==> config.mk <==
export PLATFORM = sky130hd
export DESIGN_NAME = prcm_div_cell
export DESIGN_NICKNAME = d
export VERILOG_FILES = /design/src/rtl/perspective_rotate_coordinate_map_top_assert.svh /design/src/rtl/prcm_pkg.sv /design/src/rtl/prcm_div_cell.sv
export SDC_FILE = /design/constraint.sdc
export NUM_CORES = 1
export LEC_CHECK = 0
export ABC_AREA = 1
export BUFFER_PORTS_ARGS = -buffer_cell sky130_fd_sc_hd__buf_2
export CAP_MARGIN = 30
export CORE_AREA = 3 3 234 236
export CTS_CLUSTER_SIZE = 14
export DETAILED_ROUTE_END_ITERATION = 8
export DIE_AREA = 0 0 237 239
export PLACE_DENSITY = 0.56
export SYNTH_ARGS = -nofsm -noshare
export SYNTH_HDL_FRONTEND = slang
export SYNTH_SLANG_ARGS = --single-unit
==> constraint.sdc <==
create_clock -name clk_i -period 0.8 [get_ports clk_i]
set_input_delay 0.16 -clock clk_i [delete_from_list [all_inputs] [get_ports clk_i]]
set_output_delay 0.16 -clock clk_i [all_outputs]
set_load 0.01 [all_outputs]
==> src/rtl/perspective_rotate_coordinate_map_top_assert.svh <==
// ----------------------------------------------------------------------------
// Assertion macros for the perspective rotate coordinate map
// Implication checks that compile to nothing when SYNTH is defined.
// ----------------------------------------------------------------------------
`ifndef PERSPECTIVE_ROTATE_COORDINATE_MAP_TOP_ASSERT_SVH
`define PERSPECTIVE_ROTATE_COORDINATE_MAP_TOP_ASSERT_SVH
`ifndef SYNTH
`define PRCM_ASSERT_SAME(label, clk, rst_n, pre, post) \
  label: assert property (@(posedge clk) disable iff (!rst_n) (pre) |-> (post)) \
    else $error("assertion failed");
`define PRCM_ASSERT_NEXT(label, clk, rst_n, pre, post) \
  label: assert property (@(posedge clk) disable iff (!rst_n) (pre) |=> (post)) \
    else $error("assertion failed");
`else
`define PRCM_ASSERT_SAME(label, clk, rst_n, pre, post)
`define PRCM_ASSERT_NEXT(label, clk, rst_n, pre, post)
`endif
`endif

==> src/rtl/prcm_pkg.sv <==
`timescale 1ns / 1ps
// ----------------------------------------------------------------------------
// Package for the perspective rotate coordinate map
// Types, register codes and saturation helpers shared by all modules.
// ----------------------------------------------------------------------------
package prcm_pkg;

  localparam int DX_W      = 12;
  localparam int GAIN_FRAC = 28;
  localparam int QW        = 33;
  localparam int NREG      = 7;
  localparam int ADDR_W    = 6;
  localparam int DATA_W    = 64;

  localparam logic signed [31:0] S32_MAX = 32'sh7fff_ffff;
  localparam logic signed [31:0] S32_MIN = 32'sh8000_0000;

  typedef enum logic [2:0] {
    REG_GAIN_X   = 3'd0,
    REG_GAIN_Y   = 3'd1,
    REG_GAIN_W   = 3'd2,
    REG_BIAS_XY  = 3'd3,
    REG_BIAS_WS  = 3'd4,
    REG_OFFSET   = 3'd5,
    REG_ORIGIN   = 3'd6
  } reg_idx_e;

  typedef struct packed {
    logic [63:0] gain_x;
    logic [63:0] gain_y;
    logic [63:0] gain_w;
    logic [63:0] bias_xy;
    logic [63:0] bias_ws;
    logic [63:0] offset_xy;
    logic [63:0] origin_xy;
  } cfg_t;

  typedef struct packed {
    logic [QW-1:0]       dvd;
    logic [31:0]         rem;
    logic [QW-1:0]       quo;
    logic                neg;
    logic                ovf;
    logic                pnn;
    logic signed [31:0]  off;
  } lane_t;

  typedef struct packed {
    logic [31:0] dmag;
    logic        dzero;
    lane_t       lx;
    lane_t       ly;
  } div_t;

  function automatic logic signed [31:0] sat32(input logic signed [63:0] v);
    logic signed [31:0] r;
    if (v > 64'(S32_MAX)) begin
      r = S32_MAX;
    end else if (v < 64'(S32_MIN)) begin
      r = S32_MIN;
    end else begin
      r = v[31:0];
    end
    return r;
  endfunction

  function automatic logic signed [31:0] lane_result(input lane_t l, input logic dzero);
    logic signed [QW:0] qs;
    logic signed [31:0] r;
    qs = l.neg ? -$signed({1'b0, l.quo}) : $signed({1'b0, l.quo});
    if (dzero) begin
      r = l.pnn ? S32_MAX : S32_MIN;
    end else if (l.ovf) begin
      r = l.neg ? S32_MIN : S32_MAX;
    end else begin
      r = sat32(64'(qs) + 64'(l.off));
    end
    return r;
  endfunction

endpackage

==> src/rtl/prcm_div_cell.sv <==
`timescale 1ns / 1ps
// ----------------------------------------------------------------------------
// Divider cell
// Resolves one quotient bit for both lanes and passes the request on.
// ----------------------------------------------------------------------------
module prcm_div_cell (
  input  logic            clk_i,
  input  logic            rst_ni,
  input  logic            en_i,
  input  logic            valid_i,
  input  prcm_pkg::div_t  d_i,
  output logic            valid_o,
  output prcm_pkg::div_t  d_o
);
  import prcm_pkg::*;

  logic  valid_q;
  div_t  d_d, d_q;

  function automatic lane_t lane_step(input lane_t l, input logic [31:0] dm);
    lane_t r;
    logic [32:0] t;
    logic        ge;
    r   = l;
    t   = {l.rem, l.dvd[QW-1]};
    ge  = (t >= {1'b0, dm});
    r.rem = ge ? 32'(t - {1'b0, dm}) : t[31:0];
    r.dvd = {l.dvd[QW-2:0], 1'b0};
    r.quo = {l.quo[QW-2:0], ge};
    return r;
  endfunction

  always_comb begin
    d_d    = d_i;
    d_d.lx = lane_step(d_i.lx, d_i.dmag);
    d_d.ly = lane_step(d_i.ly, d_i.dmag);
  end

  always_ff @(posedge clk_i or negedge rst_ni) begin
    if (!rst_ni) begin
      valid_q <= 1'b0;
    end else if (en_i) begin
      valid_q <= valid_i;
    end
  end

  always_ff @(posedge clk_i) begin
    if (en_i) begin
      d_q <= d_d;
    end
  end

  assign valid_o = valid_q;
  assign d_o     = d_q;

endmodule

# [Word level (Yosys, flattened, before mapping)]
# Index checks and enable logic that the tools add are counted.
[word_totals] reg_bits=298 in_bits=303 word_cells=23
[op_classes] n_addsub=2 order_cmp=2 muxes=2
[op_table] operator="$ge A33 B32 Y1" n=2
[op_table] operator="$mux W32" n=2
[op_table] operator="$sub A32 B32 Y32" n=2

# [Longest topological paths before layout]
[depth] ltp_word=2 ltp_mapped=16 depth_no_buf=15

# [Worst setup path after synthesis]
# No wires, ideal clock.
[synth_timing] kind="input to register" startpoint="input d_i[269] (netlist bit)" endpoint="register d_q, in the netlist d_o[90] (data pin)" setup_ns=0.252 t_arrival_ns=1.519 required_ns=0.548 path_slack_ns=-0.971 stages=16 path_buffers=2 cell_sequence="inv_1 ha_1 buf_2 nand2_1 nand2_1 nand2_1 nand3b_4 nand2_2 nand2_4 nand2_2 nand2_2 nand2_4 nand2_8 buf_8 nand2_1 nand2_1"
[synth_lines] element="from (decl)" line_no="prcm_div_cell.sv:11" text="input prcm_pkg::div_t d_i,"
[synth_lines] element="to (signal assigned)" line_no="prcm_div_cell.sv:49" text="d_q <= d_d;"
[synth_lines] element="to (decl)" line_no="prcm_div_cell.sv:18" text="div_t d_d, d_q;"

==> results.yml <==
status:
  run_status: "finished with violations"
  violations_in_the_final_reports: "setup timing"
sta:
  final_critical_path_setup_slack_ps: -785
  slew_violations: 0
  max_freq_mhz: 631
  period_share: 1.98
  hold_viol: 0
  period_needed_ps: 1590
  clock_skew_ps: 0
  rsz_0062_raised_after_global_routing: "yes"
  finalSetupTns_ps: -189980
  setup_viols_final: 424
clock_tree:
  clock_sink_count: 298
  tritoncts: "done"
  insertion_delay_ps: 550
  cts-buffers-inserted: 37
  cts.clk_slew.worst_paths_ps: 50
  cts_root_buffer: "sky130_fd_sc_hd__clkbuf_16"
  cts_buffer_depth: 3
  cts_htree_levels: 2
critical_path:
  critical_path.top_delay_family: "simple AND/OR/NAND/NOR gates"
  timing.reg2reg.worst_path_depth: 1
  critical_path.max_stage_delay_ps: 210
  crit_top_cell: "sky130_fd_sc_hd__nand2_1"
  crit_chain: "buf_8, inv_6, buf_6, ha_4, a21o_1, nand2_1, nand2_1, nor2_2, nand3_2, nor2_4, buf_12, nand2_8, nand2_4, nand2_2"
  cp-end-kind: "flop"
  worst_setup_path_startpoint: "d_i[297]"
  critical_path_arrival_ps: 1900
  critical_path.n_buffers_inverters: 4
  cp-start-kind: "primary input"
  worstSetupEndpoint: "d_o[97]$_DFFE_PP_"
  timing.critical_path.slowest_stage_cell: "sky130_fd_sc_hd__ha_4"
  worst_r2r_endpoint: "valid_o$_DFFE_PN0P_"
  critical_path_cell_count: 14
  worstPathRequired_ps: 1120
  regToRegStartpoint: "valid_o$_DFFE_PN0P_"
  regToRegSetupSlack_ps: 60
  cp_max_fo: 8
  type_of_the_setup_path_with_the_least_slack: "primary input to flop"
global_routing:
  grt_pass1_wl_um: 106000
  pin_count_of_the_biggest_net_entering_global_routing: 31
  grt_antenna_before_repair: 20
  grt_remaining_overflow: 0
  grt_util_all_layers: 0.260
  grt_pass1_vias: 15512
final_layout:
  num-nets-final: 3132
  layout.filler_cells: 4809
  final_util: 0.515
  seq_area_mm2: 0.00894
  syn2layout_area_growth_pct: 79.3
  drive_above_1_share: 0.439
  area_used_by_multi_input_combinational_logic_mm2: 0.00632
yosys:
  seq_area_frac_synth: 0.591
  syn-cell-area_mm2: 0.0151
  yosys_synthesis_warning_count: 0
  post_synth_num_cell_types: 35
  postSynthCellCount: 1596
  synth_seq_cells: 298
  postSynthAreaPerCell_um2: 9.48
detailed_routing:
  detailedRoute.firstPassIterationCount: 9
  drt.antenna.violating_nets: 0
  routed_via_density: 4.54
  postRouteWirelength_um: 78900
  wire_per_inst_um: 22.6
  drt-initial-drc-count: 1041
  drc_errors: 0
  vias: 15815
die:
  die-width_um: 237
  ios: 603
  floorplan.rows: 84
  start_util: 0.287
  die_area_mm2: 0.0566
  core_mm2: 0.0527
  height_of_the_die_um: 239
placement:
  placement.io_buffers: 598
  dp_hpwl_um: 61500
  globalplace.congestion: 0.931
power:
  peakVddDrop_mv: 1.42
  power.static_leakage_nw: 13.0
  power_density_mw_per_mm2: 1870
run:
  max_cap_viol_count: 0
hold_path:
  hold_path.startpoint: "d_i[206]"
  holdCritPathClass: "primary input to flop"
==> Yosys cell counts <==
cell type                  instances  area (um2)
sky130_fd_sc_hd__a21o_1            1        7.51
sky130_fd_sc_hd__o21bai_1          3        22.5
sky130_fd_sc_hd__nand2_2           7        43.8
sky130_fd_sc_hd__fa_1              2        40.0
sky130_fd_sc_hd__conb_1            1        3.75
sky130_fd_sc_hd__buf_6             3        33.8
sky130_fd_sc_hd__nand2_8           1        20.0
sky130_fd_sc_hd__nand2_1         583        2190
sky130_fd_sc_hd__and3_1            1        6.26
sky130_fd_sc_hd__nand3_2          12         120
sky130_fd_sc_hd__inv_1           271        1020
sky130_fd_sc_hd__nor2_4            1        11.3
sky130_fd_sc_hd__nor3_2            1        10.0
sky130_fd_sc_hd__nand3b_1         12        90.1
sky130_fd_sc_hd__a21oi_1          37         185
sky130_fd_sc_hd__o21ai_0           3        15.0
sky130_fd_sc_hd__dfrtp_1           1        25.0
sky130_fd_sc_hd__xor2_1           26         228
sky130_fd_sc_hd__nand3b_4          1        20.0
sky130_fd_sc_hd__nor3_4            1        16.3
sky130_fd_sc_hd__nand2_4           3        33.8
sky130_fd_sc_hd__buf_2            13        65.1
sky130_fd_sc_hd__mux2_2            1        11.3
sky130_fd_sc_hd__edfxtp_1        297        8920
sky130_fd_sc_hd__buf_8             3        45.0
sky130_fd_sc_hd__buf_4             2        15.0
sky130_fd_sc_hd__nor3_1           15        75.1
sky130_fd_sc_hd__inv_2            11        41.3
sky130_fd_sc_hd__nand4_1           4        25.0
sky130_fd_sc_hd__nand3_1         117         586
sky130_fd_sc_hd__ha_1             64         801
sky130_fd_sc_hd__nor2_1           82         308
sky130_fd_sc_hd__xnor2_1           2        17.5
sky130_fd_sc_hd__nor2_2            5        31.3
sky130_fd_sc_hd__and2_1            9        56.3
==> final cells by class <==
type,instances,area share
diodes,7,0.000646
clock buffers,45,0.0360
clock inverters,23,0.0100
inverters,282,0.0405
multi-input cells,1000,0.233
flip-flops and latches,298,0.330
well taps,688,0.0317
repair buffers,1144,0.318
==> layer usage <==
layer  global-route usage  wire, um  vias to the layer above
li1                     -         -                     7494
met3               0.0683      6100                      149
met1                0.302     29900                     7513
met4                0.109      3320                       22
met2                0.454     39400                      637
met5                    0       131                        -
==> through the flow <==
step / setup WS (ps) / std cells / power [mW] / cell area [um2] / hold WS (ps)
6_report: -785 / 3487 / 50.6 / 27100 / 27.5
5_1_grt: -856 / 3483 / 52.7 / 27100 / 4.18
4_1_cts: -707 / 3460 / 49.9 / 25900 / -236
3_5_place_dp: -1500 / 3112 / 30.5 / 21200 / -61.8
3_3_place_gp: -1480 / 3112 / 30.5 / 21200 / -64.0
2_1_floorplan: -940 / 1597 / 24.3 / 15400 / -136
==> registers in the layout, summed over array words and instances, names as in the netlist <==
register / cells
d_o: 297
valid_o: 1
==> what timing repair did <==
action	CTS	global route
hold endpoints to repair	291	1
gates resized for setup	146	268
hold buffers	273	1
setup buffers	5	12
setup endpoints to repair	364	427
gates cloned	2	9
pin swaps	16	46
==> report_power, final <==
group	total (mW)	internal (mW)	switching [mW]
clock network	17.5	10.4	7.04
logic	13.6	6.28	7.30
registers	19.6	19.0	0.604
==> kinds of logic after synthesis <==
family,share of synthesized area
XOR/XNOR,0.0162
AND/OR/NAND/NOR,0.241
other,0.000248
flip-flops,0.591
AO/OA/AOI/OAI,0.0152
adder cells (fa/ha/maj),0.0556
multiplexers,0.000744
buffers and inverters,0.0804
==> worst min path at each step <==
stage | to | slack [ps] | cells past startpoint
CTS | d_o[278]$_DFFE_PP_ | -240 | 1
global route | d_o[207]$_DFFE_PP_ | 4 | 3
detailed placement | valid_o$_DFFE_PN0P_ | -60 | 1
finish | d_o[207]$_DFFE_PP_ | 30 | 3
global placement | valid_o$_DFFE_PN0P_ | -60 | 1
floorplan | valid_o$_DFFE_PN0P_ | -140 | 0
==> cells in the final DEF (no fill, tap or decap), types with 6 or more instances in the layout <==
master	instances
sky130_fd_sc_hd__edfxtp_1	297
sky130_fd_sc_hd__inv_1	237
sky130_fd_sc_hd__nand3b_1	12
sky130_fd_sc_hd__diode_2	7
sky130_fd_sc_hd__buf_2	519
sky130_fd_sc_hd__ha_4	45
sky130_fd_sc_hd__nand2_1	500
sky130_fd_sc_hd__nand3_2	42
sky130_fd_sc_hd__nor2_4	15
sky130_fd_sc_hd__nor3_2	10
sky130_fd_sc_hd__buf_6	76
sky130_fd_sc_hd__buf_12	19
sky130_fd_sc_hd__clkbuf_16	43
sky130_fd_sc_hd__buf_4	246
sky130_fd_sc_hd__inv_2	32
sky130_fd_sc_hd__ha_1	16
sky130_fd_sc_hd__xor2_1	24
sky130_fd_sc_hd__nor3_1	6
sky130_fd_sc_hd__nor2_2	22
sky130_fd_sc_hd__dlygate4sd3_1	274
sky130_fd_sc_hd__and2_1	9
sky130_fd_sc_hd__clkbuf_1	7
sky130_fd_sc_hd__nand2_8	6
sky130_fd_sc_hd__inv_4	9
sky130_fd_sc_hd__nor2_1	51
sky130_fd_sc_hd__a21oi_1	28
sky130_fd_sc_hd__clkinv_2	7
sky130_fd_sc_hd__nand3_1	87
sky130_fd_sc_hd__nand2_4	14
sky130_fd_sc_hd__a21oi_2	9
sky130_fd_sc_hd__nand2_2	78
(Power assumes the default switching activity.)
